**config.mk**
```make
export PLATFORM = sky130hd
export DESIGN_NAME = nmea_ubx_frame_receiver_flat
export DESIGN_NICKNAME = d
export VERILOG_FILES = /design/src/rtl/nuf_pkg.sv /design/src/rtl/nuf_in_if.sv /design/src/rtl/nuf_out_if.sv /design/src/rtl/nuf_step.sv /design/src/rtl/nmea_ubx_frame_receiver.sv /design/src/flat_wrapper.sv
export SDC_FILE = /design/constraint.sdc
export NUM_CORES = 1
export LEC_CHECK = 0
export BUFFER_PORTS_ARGS = -buffer_cell sky130_fd_sc_hd__buf_2
export CORE_MARGIN = 1.5
export CORE_UTILIZATION = 61
export DETAILED_ROUTE_END_ITERATION = 8
export PLACE_DENSITY_LB_ADDON = 0.3
export SYNTH_ARGS = -nofsm -noshare
export SYNTH_HDL_FRONTEND = slang
export SYNTH_SLANG_ARGS = --single-unit
```
**constraint.sdc**
```tcl
create_clock -name i_clk -period 12.3 [get_ports i_clk]
set_input_delay 2.46 -clock i_clk [delete_from_list [all_inputs] [get_ports i_clk]]
set_output_delay 2.46 -clock i_clk [all_outputs]
set_load 0.01 [all_outputs]
```
**src/rtl/nuf_pkg.sv**
```systemverilog
// ----------------------------------------------------------------------------
// nuf_pkg
// shared types, receive mode codes, status codes and helpers for the
// nmea / ubx frame receiver
// ----------------------------------------------------------------------------
`default_nettype none

package nuf_pkg;

    localparam int NUF_MAX_FRAME_DEF = 128;
    localparam int NUF_LEN_W         = 13;

    // receive modes
    localparam logic [3:0] M_HUNT  = 4'd0;
    localparam logic [3:0] M_SYNC2 = 4'd1;
    localparam logic [3:0] M_NBODY = 4'd2;
    localparam logic [3:0] M_NTAIL = 4'd3;
    localparam logic [3:0] M_CLASS = 4'd4;
    localparam logic [3:0] M_IDENT = 4'd5;
    localparam logic [3:0] M_LENLO = 4'd6;
    localparam logic [3:0] M_LENHI = 4'd7;
    localparam logic [3:0] M_PAYLD = 4'd8;
    localparam logic [3:0] M_CKA   = 4'd9;
    localparam logic [3:0] M_CKB   = 4'd10;

    // frame status
    localparam logic [1:0] ST_OK       = 2'd0;
    localparam logic [1:0] ST_MISMATCH = 2'd1;
    localparam logic [1:0] ST_FORMAT   = 2'd2;
    localparam logic [1:0] ST_OVERFLOW = 2'd3;

    // item kinds and frame types
    localparam logic KIND_BYTE   = 1'b0;
    localparam logic KIND_STATUS = 1'b1;
    localparam logic TYPE_NMEA   = 1'b0;
    localparam logic TYPE_UBX    = 1'b1;

    // marker characters
    localparam logic [7:0] CH_DOLLAR = 8'h24;
    localparam logic [7:0] CH_STAR   = 8'h2a;
    localparam logic [7:0] CH_CR     = 8'h0d;
    localparam logic [7:0] CH_LF     = 8'h0a;
    localparam logic [7:0] CH_SYNC1  = 8'hb5;
    localparam logic [7:0] CH_SYNC2  = 8'h62;

    typedef struct packed {
        logic [3:0]           mode;
        logic [7:0]           xor_sum;
        logic [7:0]           sum_a;
        logic [7:0]           sum_b;
        logic [7:0]           recv_sum_a;
        logic [15:0]          declared_length;
        logic [NUF_LEN_W-1:0] byte_count;
        logic [7:0]           class_reg;
        logic [7:0]           ident_reg;
        logic [1:0]           tail_count;
        logic [7:0]           tail_value;
        logic                 tail_hex_ok;
        logic                 pending_cr;
    } t_state;

    typedef struct packed {
        logic                 item_kind;
        logic [7:0]           data_byte;
        logic                 frame_type;
        logic [7:0]           msg_class;
        logic [7:0]           msg_ident;
        logic [NUF_LEN_W-1:0] body_length;
        logic [1:0]           frame_status;
    } t_result;

    // one checksum-tail character: saturating count, hex digit shift-in
    function automatic t_state tail_char(input t_state s, input logic [7:0] b);
        t_state     r;
        logic [3:0] d;
        logic       hex;
        r   = s;
        hex = 1'b1;
        d   = 4'd0;
        if (s.tail_count != 2'd3) begin
            r.tail_count = s.tail_count + 2'd1;
        end
        if (b >= 8'h30 && b <= 8'h39) begin
            d = b[3:0];
        end else if ((b >= 8'h41 && b <= 8'h46) || (b >= 8'h61 && b <= 8'h66)) begin
            d = b[3:0] + 4'd9;
        end else begin
            hex = 1'b0;
        end
        if (hex) begin
            r.tail_value = {s.tail_value[3:0], d};
        end else begin
            r.tail_hex_ok = 1'b0;
        end
        return r;
    endfunction

endpackage

`default_nettype wire

```
**src/rtl/nuf_in_if.sv**
```systemverilog
// ----------------------------------------------------------------------------
// nuf_in_if
// received byte channel, one serial byte per word
// ----------------------------------------------------------------------------
`default_nettype none

interface nuf_in_if;
    logic       valid;
    logic       ready;
    logic [7:0] rx_byte;

    modport source (output valid, output rx_byte, input ready);
    modport sink   (input valid, input rx_byte, output ready);
endinterface

`default_nettype wire

```
**src/rtl/nuf_out_if.sv**
```systemverilog
// ----------------------------------------------------------------------------
// nuf_out_if
// result channel, one body byte or end-of-frame status per word
// ----------------------------------------------------------------------------
`default_nettype none

interface nuf_out_if;
    logic        valid;
    logic        ready;
    logic        item_kind;
    logic [7:0]  data_byte;
    logic        frame_type;
    logic [7:0]  msg_class;
    logic [7:0]  msg_ident;
    logic [12:0] body_length;
    logic [1:0]  frame_status;

    modport source (output valid, output item_kind, output data_byte, output frame_type,
                    output msg_class, output msg_ident, output body_length,
                    output frame_status, input ready);
    modport sink   (input valid, input item_kind, input data_byte, input frame_type,
                    input msg_class, input msg_ident, input body_length,
                    input frame_status, output ready);
endinterface

`default_nettype wire

```
**src/rtl/nuf_step.sv**
```systemverilog
// ----------------------------------------------------------------------------
// nuf_step
// next-state and result logic for one received byte
// ----------------------------------------------------------------------------
`default_nettype none

module nuf_step
    import nuf_pkg::*;
#(
    parameter int MAX_FRAME = NUF_MAX_FRAME_DEF
) (
    input  var t_state     i_state,
    input  var logic [7:0] i_byte,
    output var t_state     o_state,
    output var logic       o_res_valid,
    output var t_result    o_res
);

    localparam logic [NUF_LEN_W-1:0] MAX_CNT = NUF_LEN_W'(MAX_FRAME);
    localparam logic [16:0]          MAX_SUM = 17'(MAX_FRAME);
    localparam logic [15:0]          MAX_DEC = 16'(MAX_FRAME);

    t_state      s;
    t_state      n;
    logic        rv;
    t_result     r;
    logic [7:0]  fa;
    logic [7:0]  fb;
    logic [15:0] dl;
    logic [NUF_LEN_W-1:0] nbc;
    logic [16:0] tail_sum;

    assign s = i_state;

    always_comb begin
        n        = s;
        rv       = 1'b0;
        r        = '0;
        fa       = s.sum_a + i_byte;
        fb       = s.sum_b + fa;
        dl       = {i_byte, s.declared_length[7:0]};
        nbc      = s.byte_count + NUF_LEN_W'(1);
        tail_sum = {{(17 - NUF_LEN_W){1'b0}}, s.byte_count} + {1'b0, s.declared_length};

        case (s.mode)
            M_NBODY: begin
                if (i_byte == CH_STAR) begin
                    n.mode            = M_NTAIL;
                    n.tail_count      = 2'd0;
                    n.tail_value      = 8'd0;
                    n.tail_hex_ok     = 1'b1;
                    n.pending_cr      = 1'b0;
                    n.declared_length = 16'd0;
                end else if (s.pending_cr && i_byte == CH_LF) begin
                    n.mode         = M_HUNT;
                    n.pending_cr   = 1'b0;
                    rv             = 1'b1;
                    r.item_kind    = KIND_STATUS;
                    r.frame_type   = TYPE_NMEA;
                    r.body_length  = s.byte_count;
                    r.frame_status = ST_FORMAT;
                end else if (s.byte_count >= MAX_CNT) begin
                    n.mode         = M_HUNT;
                    n.pending_cr   = 1'b0;
                    rv             = 1'b1;
                    r.item_kind    = KIND_STATUS;
                    r.frame_type   = TYPE_NMEA;
                    r.body_length  = s.byte_count;
                    r.frame_status = ST_OVERFLOW;
                end else begin
                    n.xor_sum     = s.xor_sum ^ i_byte;
                    n.byte_count  = nbc;
                    n.pending_cr  = (i_byte == CH_CR);
                    rv            = 1'b1;
                    r.item_kind   = KIND_BYTE;
                    r.data_byte   = i_byte;
                    r.frame_type  = TYPE_NMEA;
                    r.body_length = nbc;
                end
            end
            M_NTAIL: begin
                if (s.pending_cr && i_byte == CH_LF) begin
                    n.mode        = M_HUNT;
                    n.pending_cr  = 1'b0;
                    rv            = 1'b1;
                    r.item_kind   = KIND_STATUS;
                    r.frame_type  = TYPE_NMEA;
                    r.body_length = s.byte_count;
                    if (s.tail_count == 2'd2 && s.tail_hex_ok) begin
                        r.frame_status = (s.tail_value == s.xor_sum) ? ST_OK : ST_MISMATCH;
                    end else begin
                        r.frame_status = ST_FORMAT;
                    end
                end else if (tail_sum >= MAX_SUM) begin
                    n.mode         = M_HUNT;
                    n.pending_cr   = 1'b0;
                    rv             = 1'b1;
                    r.item_kind    = KIND_STATUS;
                    r.frame_type   = TYPE_NMEA;
                    r.body_length  = s.byte_count;
                    r.frame_status = ST_OVERFLOW;
                end else begin
                    n.declared_length = s.declared_length + 16'd1;
                    // a cr that was not followed by lf is a tail character
                    if (s.pending_cr) begin
                        n = tail_char(n, CH_CR);
                    end
                    if (i_byte == CH_CR) begin
                        n.pending_cr = 1'b1;
                    end else begin
                        n.pending_cr = 1'b0;
                        n = tail_char(n, i_byte);
                    end
                end
            end
            M_SYNC2: begin
                if (i_byte == CH_SYNC2) begin
                    n.mode = M_CLASS;
                end else if (i_byte == CH_DOLLAR) begin
                    n.mode            = M_NBODY;
                    n.xor_sum         = 8'd0;
                    n.byte_count      = '0;
                    n.declared_length = 16'd0;
                    n.pending_cr      = 1'b0;
                    n.class_reg       = 8'd0;
                    n.ident_reg       = 8'd0;
                end else if (i_byte == CH_SYNC1) begin
                    n.mode = M_SYNC2;
                end else begin
                    n.mode = M_HUNT;
                end
            end
            M_CLASS: begin
                n.sum_a      = i_byte;
                n.sum_b      = i_byte;
                n.class_reg  = i_byte;
                n.ident_reg  = 8'd0;
                n.byte_count = '0;
                n.mode       = M_IDENT;
            end
            M_IDENT: begin
                n.sum_a     = fa;
                n.sum_b     = fb;
                n.ident_reg = i_byte;
                n.mode      = M_LENLO;
            end
            M_LENLO: begin
                n.sum_a           = fa;
                n.sum_b           = fb;
                n.declared_length = {8'd0, i_byte};
                n.mode            = M_LENHI;
            end
            M_LENHI: begin
                n.sum_a           = fa;
                n.sum_b           = fb;
                n.declared_length = dl;
                if (dl > MAX_DEC) begin
                    n.mode         = M_HUNT;
                    n.pending_cr   = 1'b0;
                    rv             = 1'b1;
                    r.item_kind    = KIND_STATUS;
                    r.frame_type   = TYPE_UBX;
                    r.msg_class    = s.class_reg;
                    r.msg_ident    = s.ident_reg;
                    r.body_length  = s.byte_count;
                    r.frame_status = ST_OVERFLOW;
                end else begin
                    n.mode = (dl == 16'd0) ? M_CKA : M_PAYLD;
                end
            end
            M_PAYLD: begin
                n.sum_a      = fa;
                n.sum_b      = fb;
                n.byte_count = nbc;
                if ({{(16 - NUF_LEN_W){1'b0}}, nbc} >= s.declared_length) begin
                    n.mode = M_CKA;
                end
                rv            = 1'b1;
                r.item_kind   = KIND_BYTE;
                r.data_byte   = i_byte;
                r.frame_type  = TYPE_UBX;
                r.msg_class   = s.class_reg;
                r.msg_ident   = s.ident_reg;
                r.body_length = nbc;
            end
            M_CKA: begin
                n.recv_sum_a = i_byte;
                n.mode       = M_CKB;
            end
            M_CKB: begin
                n.mode         = M_HUNT;
                n.pending_cr   = 1'b0;
                rv             = 1'b1;
                r.item_kind    = KIND_STATUS;
                r.frame_type   = TYPE_UBX;
                r.msg_class    = s.class_reg;
                r.msg_ident    = s.ident_reg;
                r.body_length  = s.byte_count;
                r.frame_status = (s.recv_sum_a == s.sum_a && i_byte == s.sum_b)
                                 ? ST_OK : ST_MISMATCH;
            end
            default: begin
                // hunting, and any unused mode code
                if (i_byte == CH_DOLLAR) begin
                    n.mode            = M_NBODY;
                    n.xor_sum         = 8'd0;
                    n.byte_count      = '0;
                    n.declared_length = 16'd0;
                    n.pending_cr      = 1'b0;
                    n.class_reg       = 8'd0;
                    n.ident_reg       = 8'd0;
                end else if (i_byte == CH_SYNC1) begin
                    n.mode = M_SYNC2;
                end else begin
                    n.mode = M_HUNT;
                end
            end
        endcase
    end

    assign o_state     = n;
    assign o_res_valid = rv;
    assign o_res       = r;

endmodule

`default_nettype wire

```
**src/rtl/nmea_ubx_frame_receiver.sv**
```systemverilog
// ----------------------------------------------------------------------------
// nmea_ubx_frame_receiver
// deframes nmea 0183 sentences and ubx binary frames from a serial byte stream
// ----------------------------------------------------------------------------
// usage:
//   i_in carries received serial bytes, one per word. junk outside a frame
//   is skipped until '$' (nmea) or b5 62 (ubx) is seen.
//   o_out carries one word per nmea body byte or ubx payload byte, and one
//   end-of-frame status word per frame (ok, checksum mismatch, bad checksum
//   format, overflow). bytes that cause no result produce no word.
//   a byte accepted is held in the input register, and its result word is
//   then registered in the result register, from which o_out is driven.
//   throughput: one byte per cycle while o_out is not held, set by the
//   combinational step logic between the input and result registers.
//   stall: while o_out is held and a result waits, the input register still
//   takes one more byte; further bytes wait with i_in.ready low.
//   reset: i_rst_n low (synchronous) empties both registers and puts the
//   receiver back to hunting with all checksums and counters cleared.
//   MAX_FRAME limits the body length of a frame (up to 8191 for 13-bit lengths).
// ----------------------------------------------------------------------------
`default_nettype none

module nmea_ubx_frame_receiver
    import nuf_pkg::*;
#(
    parameter int MAX_FRAME = NUF_MAX_FRAME_DEF
) (
    input  wire       i_clk,
    input  wire       i_rst_n,
    nuf_in_if.sink    i_in,
    nuf_out_if.source o_out
);

    // hunting, all sums and counters cleared, hex flag set
    localparam t_state STATE_RST = '{mode: M_HUNT, tail_hex_ok: 1'b1, default: '0};

    // input register
    logic       r_in_valid;
    logic [7:0] r_in_byte;

    // receiver state
    t_state     r_state;
    t_state     n_state;

    // result register
    logic       r_out_valid;
    t_result    r_out;

    logic       w_res_valid;
    t_result    w_res;
    logic       w_adv;
    logic       w_in_acc;

    // the held byte moves on once the result slot is free or being emptied
    assign w_adv    = r_in_valid && (!r_out_valid || o_out.ready);
    assign w_in_acc = i_in.valid && i_in.ready;

    assign i_in.ready = !r_in_valid || w_adv;

    nuf_step #(
        .MAX_FRAME (MAX_FRAME)
    ) u_step (
        .i_state     (r_state),
        .i_byte      (r_in_byte),
        .o_state     (n_state),
        .o_res_valid (w_res_valid),
        .o_res       (w_res)
    );

    // input stage
    always_ff @(posedge i_clk) begin
        if (!i_rst_n) begin
            r_in_valid <= 1'b0;
        end else if (w_in_acc) begin
            r_in_valid <= 1'b1;
        end else if (w_adv) begin
            r_in_valid <= 1'b0;
        end
    end

    always_ff @(posedge i_clk) begin
        if (w_in_acc) begin
            r_in_byte <= i_in.rx_byte;
        end
    end

    // receiver state, updated once per processed byte
    always_ff @(posedge i_clk) begin
        if (!i_rst_n) begin
            r_state <= STATE_RST;
        end else if (w_adv) begin
            r_state <= n_state;
        end
    end

    // result stage
    always_ff @(posedge i_clk) begin
        if (!i_rst_n) begin
            r_out_valid <= 1'b0;
        end else if (w_adv) begin
            r_out_valid <= w_res_valid;
        end else if (o_out.ready) begin
            r_out_valid <= 1'b0;
        end
    end

    always_ff @(posedge i_clk) begin
        if (w_adv && w_res_valid) begin
            r_out <= w_res;
        end
    end

    assign o_out.valid        = r_out_valid;
    assign o_out.item_kind    = r_out.item_kind;
    assign o_out.data_byte    = r_out.data_byte;
    assign o_out.frame_type   = r_out.frame_type;
    assign o_out.msg_class    = r_out.msg_class;
    assign o_out.msg_ident    = r_out.msg_ident;
    assign o_out.body_length  = r_out.body_length;
    assign o_out.frame_status = r_out.frame_status;

    // a status word always sends the receiver back to hunting
    a_status_hunts: assert property (@(posedge i_clk) disable iff (!i_rst_n)
        (w_adv && w_res_valid && w_res.item_kind == KIND_STATUS)
        |=> (r_state.mode == M_HUNT))
        else $error("status word without return to hunting");

    // byte words carry an ok status
    a_byte_ok: assert property (@(posedge i_clk) disable iff (!i_rst_n)
        (r_out_valid && o_out.item_kind == KIND_BYTE) |-> (o_out.frame_status == ST_OK))
        else $error("byte word with non-ok status");

    // body length never passes the frame limit
    a_len_limit: assert property (@(posedge i_clk) disable iff (!i_rst_n)
        r_out_valid |-> (o_out.body_length <= NUF_LEN_W'(MAX_FRAME)))
        else $error("body length above frame limit");

    // nmea words carry no class or id
    a_nmea_noid: assert property (@(posedge i_clk) disable iff (!i_rst_n)
        (r_out_valid && o_out.frame_type == TYPE_NMEA)
        |-> (o_out.msg_class == 8'd0 && o_out.msg_ident == 8'd0))
        else $error("nmea word with class or id");

    // a stalled result keeps the input register from advancing
    a_stall_hold: assert property (@(posedge i_clk) disable iff (!i_rst_n)
        (r_out_valid && !o_out.ready && r_in_valid) |=> r_in_valid)
        else $error("held byte lost during output stall");

endmodule

`default_nettype wire
```
**src/flat_wrapper.sv**
```systemverilog
// flat-port wrapper written by rule: the top's interface ports become plain ports
module nmea_ubx_frame_receiver_flat import nuf_pkg::*;
#(
    parameter int MAX_FRAME = NUF_MAX_FRAME_DEF
)
  (i_clk, i_rst_n, i_in_valid, i_in_rx_byte, i_in_ready, o_out_valid, o_out_item_kind, o_out_data_byte, o_out_frame_type, o_out_msg_class, o_out_msg_ident, o_out_body_length, o_out_frame_status, o_out_ready);
  nuf_in_if i_in_i ();
  nuf_out_if o_out_i ();
  input  wire i_clk;
  input  wire i_rst_n;
  input wire logic [$bits(i_in_i.valid)-1:0] i_in_valid;
  input wire logic [$bits(i_in_i.rx_byte)-1:0] i_in_rx_byte;
  output wire logic [$bits(i_in_i.ready)-1:0] i_in_ready;
  output wire logic [$bits(o_out_i.valid)-1:0] o_out_valid;
  output wire logic [$bits(o_out_i.item_kind)-1:0] o_out_item_kind;
  output wire logic [$bits(o_out_i.data_byte)-1:0] o_out_data_byte;
  output wire logic [$bits(o_out_i.frame_type)-1:0] o_out_frame_type;
  output wire logic [$bits(o_out_i.msg_class)-1:0] o_out_msg_class;
  output wire logic [$bits(o_out_i.msg_ident)-1:0] o_out_msg_ident;
  output wire logic [$bits(o_out_i.body_length)-1:0] o_out_body_length;
  output wire logic [$bits(o_out_i.frame_status)-1:0] o_out_frame_status;
  input wire logic [$bits(o_out_i.ready)-1:0] o_out_ready;
  assign i_in_i.valid = i_in_valid;
  assign i_in_i.rx_byte = i_in_rx_byte;
  assign i_in_ready = i_in_i.ready;
  assign o_out_valid = o_out_i.valid;
  assign o_out_item_kind = o_out_i.item_kind;
  assign o_out_data_byte = o_out_i.data_byte;
  assign o_out_frame_type = o_out_i.frame_type;
  assign o_out_msg_class = o_out_i.msg_class;
  assign o_out_msg_ident = o_out_i.msg_ident;
  assign o_out_body_length = o_out_i.body_length;
  assign o_out_frame_status = o_out_i.frame_status;
  assign o_out_i.ready = o_out_ready;
  nmea_ubx_frame_receiver #(.MAX_FRAME(MAX_FRAME)) u_core (.i_clk(i_clk), .i_rst_n(i_rst_n), .i_in(i_in_i), .o_out(o_out_i));
endmodule
```
==> results of run 1 <==
==> Yosys cell counts, drive strengths merged (12+ instances only) <==
cell | instances | area (sq um)
and3 | 12 | 77.57
a31oi | 22 | 137.6
nor3 | 29 | 155.2
xor2 | 18 | 157.7
o31ai | 14 | 118.9
dfxtp | 95 | 1902
ha | 49 | 613.1
a211oi | 18 | 135.1
clkbuf | 45 | 178.9
edfxtp | 49 | 1471
xnor2 | 39 | 341.6
inv | 25 | 93.84
a21oi | 95 | 483.0
nand2 | 86 | 330.3
nor2 | 103 | 386.6
and2 | 28 | 176.4
nand3 | 38 | 190.2
o21ai | 53 | 269.0
==> logic make-up (layout without fill, tap and decap cells) <==
kind of cell             after synthesis  count (layout)  synth area share (%)
multiplexers                          13              13                 1.495
adder cells (fa/ha/maj)               52              52                 7.588
AO/OA/AOI/OAI                        295             295                 22.16
flip-flops                           144             144                 38.03
AND/OR/NAND/NOR                      375             375                 21.30
XOR/XNOR                              57              57                 5.628
buffers and inverters                 81             119                 3.808
==> area by class of cell <==
cell class	instances	area (sq um)
multi-input cells	792	5171
fillers	1108	4270
flip-flops and latches	144	3373
clock buffers	19	452.9
repair buffers	62	330.3
well taps	180	225.2
clock inverters	13	125.1
inverters	25	93.84
==> metrics by stage <==
stage,power (uW),area (sq um),util (%),instances
6_report,1139,9772,69.59,1235
5_1_grt,1176,9772,69.59,1235
4_1_cts,1139,9772,69.59,1235
3_5_place_dp,639.4,9194,65.47,1203
3_3_place_gp,636.6,9194,65.47,1203
2_1_floorplan,608.3,8871,-,1017
==> worst max path at each step <==
stage	from	end	cells after the start
after floorplan	o_out_ready	i_in_ready	2
after global placement	o_out_ready	i_in_ready	4
after detailed placement	o_out_ready	i_in_ready	4
after CTS	o_out_ready	i_in_ready	4
after global routing	o_out_ready	i_in_ready	4
final	o_out_ready	i_in_ready	4
==> routing by layer <==
layer | wire length (um) | track usage, % | up-vias
met5 | 0 | 0 | -
met4 | 521 | 10.99 | 0
met3 | 2317 | 7.143 | 56
met2 | 10710 | 49.31 | 430
met1 | 10020 | 43.19 | 3736
li1 | - | - | 3803
==> power groups by stage <==
stage	combinational, uW	sequential (uW)	clock [uW]
floorplan	88.6	520	0
global placement	108	529	0
detailed placement	110	529	0
CTS	111	519	509
global route	124	521	531
finish	113	520	507
==> flip-flops by register name, summed over array words and instances (netlist names) <==
| register | cells |
|---|---|
| u_core.o_out.msg_ident | 8 |
| u_core.r_in_byte | 8 |
| u_core.o_out.data_byte | 8 |
| u_core.r_in_valid | 1 |
| u_core.o_out.valid | 1 |
| u_core.o_out.frame_status | 2 |
| u_core.o_out.body_length | 13 |
| u_core.r_state | 93 |
| u_core.o_out.item_kind | 1 |
| u_core.o_out.msg_class | 8 |
| u_core.o_out.frame_type | 1 |
==> critical path, delay by kind of cell <==
family	cells	cell delay, ns
simple gates	2	0.37
buf+inv	2	0.25
==> results.py, run 1 <==
metrics = {
    "outcome": {
        "status": "finished clean",
    },
    "final_layout": {
        "drive_above_1_share_pct": 12.80,
        "final_cell_mix": "103 x nor2_1, 95 x dfxtp_1, 92 x a21oi_1",
        "n_antenna_cell": 0,
        "syn2layout_area_growth_pct": 10.16,
        "final_common_cell": "nor2_1",
        "fin_nets": 1106,
    },
    "cts": {
        "insertion_delay_ns": 0.44,
        "clkTransAtPathRegs_ns": 0.06,
        "cts_tree": "yes",
        "cts_sinks": 144,
        "cts_root_buf": "clkbuf_16",
        "cts_setup_buffers": 0,
        "postCtsResizedCells": 0,
        "numCtsBuffers": 17,
        "hold_buffers": 0,
        "htree_num_levels": 4,
        "clockBufferDepth": 2,
    },
    "worst_setup_path": {
        "path_cells": "buf_2, nor2b_1, nand2_1, buf_2",
        "rr_endpoint": "u_core.r_state[50]$_SDFFE_PN0P_",
        "rrSetupSlack_ns": 8.10,
        "cp.required_ns": 9.84,
        "crit_path_max_incr_delay_ns": 0.27,
        "r2r_start": "u_core.r_state[28]$_SDFFE_PN0P_",
        "cpMaxStageDelayCell": "nor2b_1",
        "reg2reg_depth": 13,
        "crit_top_cell": "buf_2",
        "path_max_fanout": 6,
        "worst_setup_path_start_kind": "input port",
        "critPathArrivalTime_ns": 3.08,
        "end_kind": "primary output",
        "criticalPathCategory": "input port to primary output",
    },
    "routing": {
        "vias_per_cell": 6.498,
        "drc": 0,
        "drt_wl_total_um": 23570,
        "wl_per_cell_um": 19.09,
        "drtPass1Iterations": 6,
        "dr_total_vias": 8025,
        "ant_nets": 0,
        "drtIter0Drc": 1013,
    },
    "sta": {
        "worstMarginPinSlew_ns": 1.178,
        "fmax_mhz": 180.5,
        "fin_crit_sh_pct": 45.04,
        "final.min_clock_period_ns": 5.540,
        "finalHoldViolCount": 0,
        "rsz0062_at_grt": "false",
        "finalSetupViolCount": 0,
        "drv_slew": 0,
        "maxSlewHeadroom_pct": 20.95,
        "worst_slack_ns": 6.760,
        "holdWs_ns": 0.4570,
        "setup_tns_ns": 0,
        "finClkSkew_ns": 0.01111,
    },
    "place": {
        "dp_hpwl_um": 16080,
        "io_buffers": 54,
        "gp_congestion": 0.9786,
        "pre_cts_ws_ns": 6.752,
    },
    "power": {
        "p_leak_uw": 0.003749,
        "p_switching_uw": 305.6,
        "ir_drop_mv": 0.1126,
        "clkPwrFrac_pct": 44.5,
        "power.share.sequential_pct": 45.6,
        "p_int_uw": 833.8,
        "p_per_area_mw_per_mm2": 116.6,
        "pwr-share-comb_pct": 9.9,
        "power_switching_share_pct": 26.82,
    },
    "synthesis": {
        "syn_avg_cell_area_sq_um": 8.723,
        "synth.cell_area_sq_mm": 0.008871,
        "yosysSeqAreaShare_pct": 38.03,
        "syn_nets": 1081,
        "ys_ff_latch": 144,
        "synth_ff_type": "dfxtp_1",
        "synth-edff-count": 49,
        "synth_warnings": 0,
        "postSynth.asyncResetShare_pct": 0,
        "syn_inst": 1017,
        "yosysUniqueCellTypes": 83,
    },
    "global_route": {
        "grt_pass1_wl_um": 37240,
        "grt_max_degree": 42,
        "grt_pass1_vias": 7318,
        "gr-total-overflow": 0,
        "grt_usage_pct": 31.58,
        "antenna_found_initial": 0,
    },
    "floorplan": {
        "io_pins": 55,
        "fp.dieH_um": 123.6,
        "coreArea_sq_mm": 0.01404,
        "die_w_um": 123.6,
        "start_util_pct": 63.17,
        "num_rows": 43,
        "dieArea_sq_mm": 0.01527,
    },
    "worst_hold_path": {
        "hold_start": "u_core.r_state[22]$_SDFFE_PN0P_",
        "hold_depth": 2,
        "holdPathEnd": "u_core.r_state[22]$_SDFFE_PN0P_",
        "hp-class": "flop to flop",
    },
    "flow_run": {
        "max_cap_violations": 0,
    },
}
No activity file was read; power rests on OpenSTA's default activity.
==> run 2: changes to the inputs <==
CORE_UTILIZATION = 56   (was 61)
clock period = 4.7 ns   (was 12.3 ns; I/O delays follow)
==> run 2 against run 1 <==
Against the previous run: clock-buffer cell count grew 1; flip-flop and latch count unchanged; clock skew down 0.0020 ns; global-route usage shrank 1.7 points; clock power rose to 2.7 times the previous value; cell area increased by 1.8%; worst setup slack got worse by 5.8 ns; sequential share of layout area shrank 0.60 points; register-to-register slack worse by 7.2 ns; critical path type is now flop to flop; largest power group is now clock.
==> results.py, run 2 (synthesis results as in run 1) <==
metrics = {
    "outcome": {
        "status": "finished clean",
    },
    "worst_setup_path": {
        "cpMaxStageDelayCell": "edfxtp_1",
        "end_kind": "flop",
        "path_cells": "inv_1, ha_1, nand4b_1, nor2_1, a21oi_1, o32ai_1, nand2_1, nor2_1, nand3_1, a21oi_1",
        "worst_setup_path_start_kind": "flop",
        "cp_num_buf_inv": 1,
        "cp_top_family": "simple AND/OR/NAND/NOR gates",
        "cp.depth": 10,
        "path_max_fanout": 17,
        "critPathArrivalTime_ns": 4.14,
        "cp.required_ns": 5.06,
        "reg2reg_depth": 10,
        "crit_path_max_incr_delay_ns": 0.61,
        "criticalPathCategory": "flop to flop",
    },
    "final_layout": {
        "drive_above_1_share_pct": 13.76,
        "n_antenna_cell": 0,
        "final_cell_mix": "103 x nor2_1, 95 x dfxtp_1, 92 x a21oi_1",
        "fin_nets": 1119,
        "final_common_cell": "nor2_1",
        "top_register": "u_core.r_state",
        "design_area_sq_mm": 0.009946,
        "largest_reg_flops": 93,
        "reg_top3": "u_core.r_state x93, u_core.o_out.body_length x13",
        "syn2layout_area_growth_pct": 12.12,
        "fin_util_pct": 64.94,
    },
    "global_route": {
        "antenna_found_initial": 0,
        "grt_max_degree": 41,
        "grt_pass1_wl_um": 38760,
        "grt_pass1_vias": 7334,
        "gr-total-overflow": 0,
        "grt_usage_pct": 29.91,
    },
    "routing": {
        "drt_wl_total_um": 24020,
        "dr_total_vias": 8062,
        "dr_wl_met2_um": 10990,
        "drtPass1Iterations": 6,
        "drc": 0,
        "route.met3.wl_um": 2342,
        "m1WireLength_um": 10280,
        "drtIter0Drc": 1160,
        "wl_per_cell_um": 18.78,
        "ant_nets": 0,
        "vias_per_cell": 6.303,
        "top_layer": "met4",
    },
    "flow_run": {
        "max_cap_violations": 0,
    },
    "floorplan": {
        "io_pins": 55,
        "num_rows": 45,
        "coreArea_sq_mm": 0.01531,
        "fp.dieH_um": 128.9,
        "die_w_um": 128.9,
        "dieArea_sq_mm": 0.01660,
        "start_util_pct": 57.92,
    },
    "worst_hold_path": {
        "hold_depth": 2,
        "hp-class": "flop to flop",
    },
    "place": {
        "dp_hpwl_um": 16660,
        "gp_congestion": 0.9850,
        "placed_area_sq_mm": 0.009343,
        "io_buffers": 54,
    },
    "sta": {
        "fmax_mhz": 264.1,
        "drv_slew": 0,
        "maxSlewHeadroom_pct": 22.71,
        "finClkSkew_ns": 0.009132,
        "final.min_clock_period_ns": 3.786,
        "fin_crit_sh_pct": 80.56,
        "holdWs_ns": 0.4496,
        "setup_tns_ns": 0,
        "finalHoldViolCount": 0,
        "worstMarginPinSlew_ns": 1.152,
        "finalSetupViolCount": 0,
        "rsz0062_at_grt": "false",
    },
    "power": {
        "power.total_uw": 3044,
        "pwr-share-comb_pct": 10.6,
        "p_int_uw": 2248,
        "power_switching_share_pct": 26.14,
        "p_switching_uw": 795.8,
        "power.share.sequential_pct": 44.2,
        "clkPwrFrac_pct": 45.1,
        "p_per_area_mw_per_mm2": 306.1,
        "p_leak_uw": 0.003827,
        "ir_drop_mv": 0.2803,
    },
    "cts": {
        "cts_sinks": 144,
        "clockBufferDepth": 2,
        "htree_num_levels": 4,
        "numCtsBuffers": 17,
        "cts_setup_buffers": 0,
        "hold_buffers": 0,
        "cts_tree": "yes",
        "clkTransAtPathRegs_ns": 0.06,
        "cts_root_buf": "clkbuf_16",
        "postCtsResizedCells": 0,
        "insertion_delay_ns": 0.43,
    },
}
[run 2: cell types whose count changed in the layout (fill, tap and decap cells not counted), sizes merged]
cell	delta
buf	+13
bufinv	+1
clkbuf	+1
clkinv	-1
clkinvlp	-1
[run 2: power groups by stage]
| stage | registers (uW) | logic (uW) | clock network (uW) |
|---|---|---|---|
| floorplan | 1360 | 232 | 0 |
| global placement | 1370 | 310 | 0 |
| detailed placement | 1370 | 316 | 0 |
| CTS | 1340 | 318 | 1390 |
| global route | 1350 | 356 | 1440 |
| finish | 1350 | 324 | 1370 |
[run 2: layout make-up]
| class | instances | area (sq um) |
|---|---|---|
| Fill cell | 1262 | 5369 |
| Multi-Input combinational cell | 792 | 5171 |
| Sequential cell | 144 | 3373 |
| Clock buffer | 20 | 456.7 |
| Timing Repair Buffer | 75 | 440.4 |
| Tap cell | 211 | 264.0 |
| Clock inverter | 12 | 146.4 |
| Inverter | 25 | 93.84 |
[run 2: worst min-delay path, stage by stage (launching register included)]
cell and delay, ns:
dfxtp_1 0.30, nand2_1 0.05, a21oi_1 0.05
[run 2: layer usage]
layer  up-vias  GRT usage (%)
met5         -              0
met4         0          7.667
met3        50          6.944
met2       398          47.06
met1      3788          41.61
li1       3826              -
[run 2: final timing paths]
| path | slack [ns] | end | startpoint |
|---|---|---|---|
| worst max-delay path | 0.91 | u_core.r_state[25]$_SDFFE_PN0P_ | u_core.r_in_byte[1]$_DFFE_PP_ |
| worst min-delay path | 0.45 | u_core.r_state[22]$_SDFFE_PN0P_ | u_core.r_state[22]$_SDFFE_PN0P_ |
| worst max register to register | 0.91 | u_core.r_state[25]$_SDFFE_PN0P_ | u_core.r_in_byte[1]$_DFFE_PP_ |
| worst min register to register | 0.45 | u_core.r_state[22]$_SDFFE_PN0P_ | u_core.r_state[22]$_SDFFE_PN0P_ |
[run 2: through the flow]
step	instances	worst slack, ns
after CTS	1279	0.9590
final	1279	0.9135
after detailed placement	1247	0.9734
after global routing	1279	0.6080
after floorplan	1017	0.6136
after global placement	1247	1.056
==> run 3: changes to the inputs <==
ABC_AREA = 1   (was default)
CORE_UTILIZATION = 61   (was 56)
clock period = 3.8 ns   (was 4.7 ns; I/O delays follow)
==> run 3 against run 2 <==
Against the previous run: clock skew barely moved; clock-buffer cell count shrank 3; fmax grew 9.9%; register-to-register slack lost 0.56 ns; global-route usage grew 3.1 points; clock power grew 23%; die area barely moved; critical path type unchanged.
==> results.py, run 3 <==
metrics = {
    "synthesis": {
        "synthXorXnorAreaFrac_pct": 4.081,
        "synth_most_common_cell": "nand2_1",
        "synth_warnings": 0,
        "ys_ff_latch": 144,
        "syn_inst": 1343,
        "yosysUniqueCellTypes": 55,
        "yosysSeqAreaShare_pct": 34.93,
        "ys_top_cells_by_area": "dfxtp_1 20%, edfxtp_1 15%, nand2_1 11%",
        "yosys.area_share.simple_pct": 28.08,
        "synthAdderAreaFrac_pct": 6.971,
        "syn_nets": 1407,
        "synth.cell_area_sq_mm": 0.009657,
        "synth-edff-count": 49,
        "synth_top_cell_by_area": "dfxtp_1",
        "yosysTopAreaCellShare_pct": 19.69,
        "synth_top_family_by_area": "simple AND/OR/NAND/NOR gates",
        "synthMuxAreaShare_pct": 0.1037,
        "syn_avg_cell_area_sq_um": 7.190,
        "synthTopCellsByCount": "277 x nand2_1, 167 x inv_1, 146 x nor2_1",
        "synth_ff_type": "dfxtp_1",
        "postSynth.asyncResetShare_pct": 0,
        "synth_compound_area_share_pct": 16.30,
    },
    "global_route": {
        "grt_usage_pct": 33.00,
        "gr-total-overflow": 0,
        "antenna_found_initial": 0,
        "grt_pass1_vias": 8330,
        "grt_pass1_wl_um": 42480,
        "grt_max_degree": 57,
    },
    "final_layout": {
        "largest_reg_flops": 93,
        "final_common_cell": "nand2_1",
        "reg_top3": "u_core.r_state x93, u_core.o_out.body_length x13",
        "syn2layout_area_growth_pct": 10.87,
        "final_cell_mix": "276 x nand2_1, 167 x inv_1, 146 x nor2_1",
        "top_register": "u_core.r_state",
        "n_antenna_cell": 0,
        "drive_above_1_share_pct": 12.67,
        "fin_nets": 1456,
    },
    "power": {
        "p_int_uw": 2738,
        "power.share.sequential_pct": 43.3,
        "p_per_area_mw_per_mm2": 363.5,
        "clkPwrFrac_pct": 43.0,
        "power.total_uw": 3892,
        "power_switching_share_pct": 29.65,
        "ir_drop_mv": 0.3260,
        "p_leak_uw": 0.004733,
        "pwr-share-comb_pct": 13.7,
        "p_switching_uw": 1154,
    },
    "outcome": {
        "status": "finished clean",
    },
    "routing": {
        "drtPass1Iterations": 7,
        "wl_per_cell_um": 16.62,
        "drt_wl_total_um": 26860,
        "dr_total_vias": 9492,
        "drtIter0Drc": 1231,
        "vias_per_cell": 5.874,
        "drc": 0,
        "ant_nets": 0,
    },
    "cts": {
        "hold_buffers": 0,
        "cts_sinks": 144,
        "clockBufferDepth": 2,
        "htree_num_levels": 4,
        "cts_setup_buffers": 0,
        "clkTransAtPathRegs_ns": 0.06,
        "numCtsBuffers": 17,
        "insertion_delay_ns": 0.44,
        "cts_tree": "yes",
        "cts_root_buf": "clkbuf_16",
    },
    "worst_setup_path": {
        "criticalPathCategory": "flop to flop",
        "worst_setup_path_start_kind": "flop",
        "r2r_start": "u_core.r_in_byte[1]$_DFFE_PP_",
        "reg2reg_depth": 13,
        "setup.worst_path.start": "u_core.r_in_byte[1]$_DFFE_PP_",
        "path_max_fanout": 41,
        "critPathArrivalTime_ns": 3.57,
        "cp.required_ns": 3.92,
        "end_kind": "flop",
    },
    "sta": {
        "finClkSkew_ns": 0.009280,
        "fin_crit_sh_pct": 90.65,
        "worstMarginPinSlew_ns": 0.9474,
        "drv_slew": 0,
        "rsz0062_at_grt": "false",
        "setup_tns_ns": 0,
        "maxSlewHeadroom_pct": 36.61,
        "fmax_mhz": 290.3,
        "finalSetupViolCount": 0,
        "final.min_clock_period_ns": 3.445,
        "finalHoldViolCount": 0,
    },
    "floorplan": {
        "num_rows": 45,
        "coreArea_sq_mm": 0.01531,
        "io_pins": 55,
        "start_util_pct": 63.06,
        "fp.dieH_um": 128.8,
        "dieArea_sq_mm": 0.01659,
        "die_w_um": 128.8,
    },
    "place": {
        "io_buffers": 54,
        "gp_congestion": 0.9831,
        "dp_hpwl_um": 19690,
    },
    "worst_hold_path": {
        "hold_start": "u_core.r_state[27]$_SDFFE_PN0P_",
        "hold_depth": 2,
        "hp-class": "flop to flop",
    },
    "flow_run": {
        "max_cap_violations": 0,
    },
}
## run 3: cell count changes in the layout (fill, tap and decap cells not counted), moves of 19 or more
cell,before,now
o21ai_0,47,96
and2_1,27,5
xnor2_1,39,20
nand4_1,8,28
nand2_1,83,276
a21oi_1,92,113
inv_1,24,167
nand3_1,38,58
nor2_1,103,146
## run 3: area by class of cell
class	instances	area, sq um
multi-input cells	975	5365
fillers	1260	4608
flip-flops and latches	144	3373
inverters	181	679.4
clock buffers	17	425.4
repair buffers	73	425.4
well taps	211	264.0
clock inverters	15	173.9
## run 3: cells by family (layout without fill, tap and decap cells)
| kind of cell | count (synthesis) | after routing |
|---|---|---|
| compound gates | 282 | 282 |
| xor+xnor | 45 | 45 |
| fa+ha+maj | 52 | 52 |
| buf+inv | 224 | 286 |
| flops | 144 | 144 |
| mux | 1 | 1 |
| simple gates | 595 | 595 |
## run 3: path summary, 6_finish.rpt
kind / to / slack (ns)
setup / recovery: u_core.o_out.msg_class[0]$_DFFE_PP_ / 0.36
hold reg to reg: u_core.r_state[27]$_SDFFE_PN0P_ / 0.47
setup reg to reg: u_core.o_out.msg_class[0]$_DFFE_PP_ / 0.36
hold / removal: u_core.r_state[27]$_SDFFE_PN0P_ / 0.47
## run 3: worst max-delay path, stage by stage, from the launching register on
cell and delay [ns]:
edfxtp_1 0.73, clkinv_1 0.49, ha_1 0.33, inv_1 0.11
nor3_1 0.09, nand2_1 0.08, mux2i_1 0.26, nand2_1 0.20
nand2_1 0.14, inv_2 0.14, nand3_1 0.11, nand2_1 0.08
inv_1 0.10, buf_12 0.24
## run 3: metal layers
layer	vias to the layer above	GRT usage (%)	routed length [um]
met1	4310	46.92	11820
met3	69	7.526	2857
met5	-	0	0
li1	4580	-	-
met4	0	11.37	651
met2	533	49.36	11530
## run 3: what timing repair did
| item | in CTS | in global routing |
|---|---|---|
| endpoints found under the setup margin | 0 | 2 |
| hold endpoints to repair | 0 | 0 |
| gates resized for setup | 0 | 1 |
## run 3: metrics by stage
stage	util [%]	worst slack, ns	hold slack, ns	std cells	cell area, sq um
6_report	69.91	0.3554	0.4660	1616	10710
4_1_cts	69.89	0.3666	0.4660	1616	10700
3_5_place_dp	65.98	0.4294	0.4529	1584	10100
5_1_grt	69.91	0.1114	0.4806	1616	10710
3_3_place_gp	65.98	0.5367	0.4522	1584	10100
2_1_floorplan	-	0.4503	0.4300	1343	9657
## run 3: power by group through the flow
stage | Combinational, uW | Clock [uW] | Sequential, uW
floorplan | 388 | 0 | 1700
global route | 587 | 1750 | 1690
global placement | 499 | 0 | 1710
finish | 532 | 1680 | 1680
detailed placement | 510 | 0 | 1720
CTS | 517 | 1680 | 1680
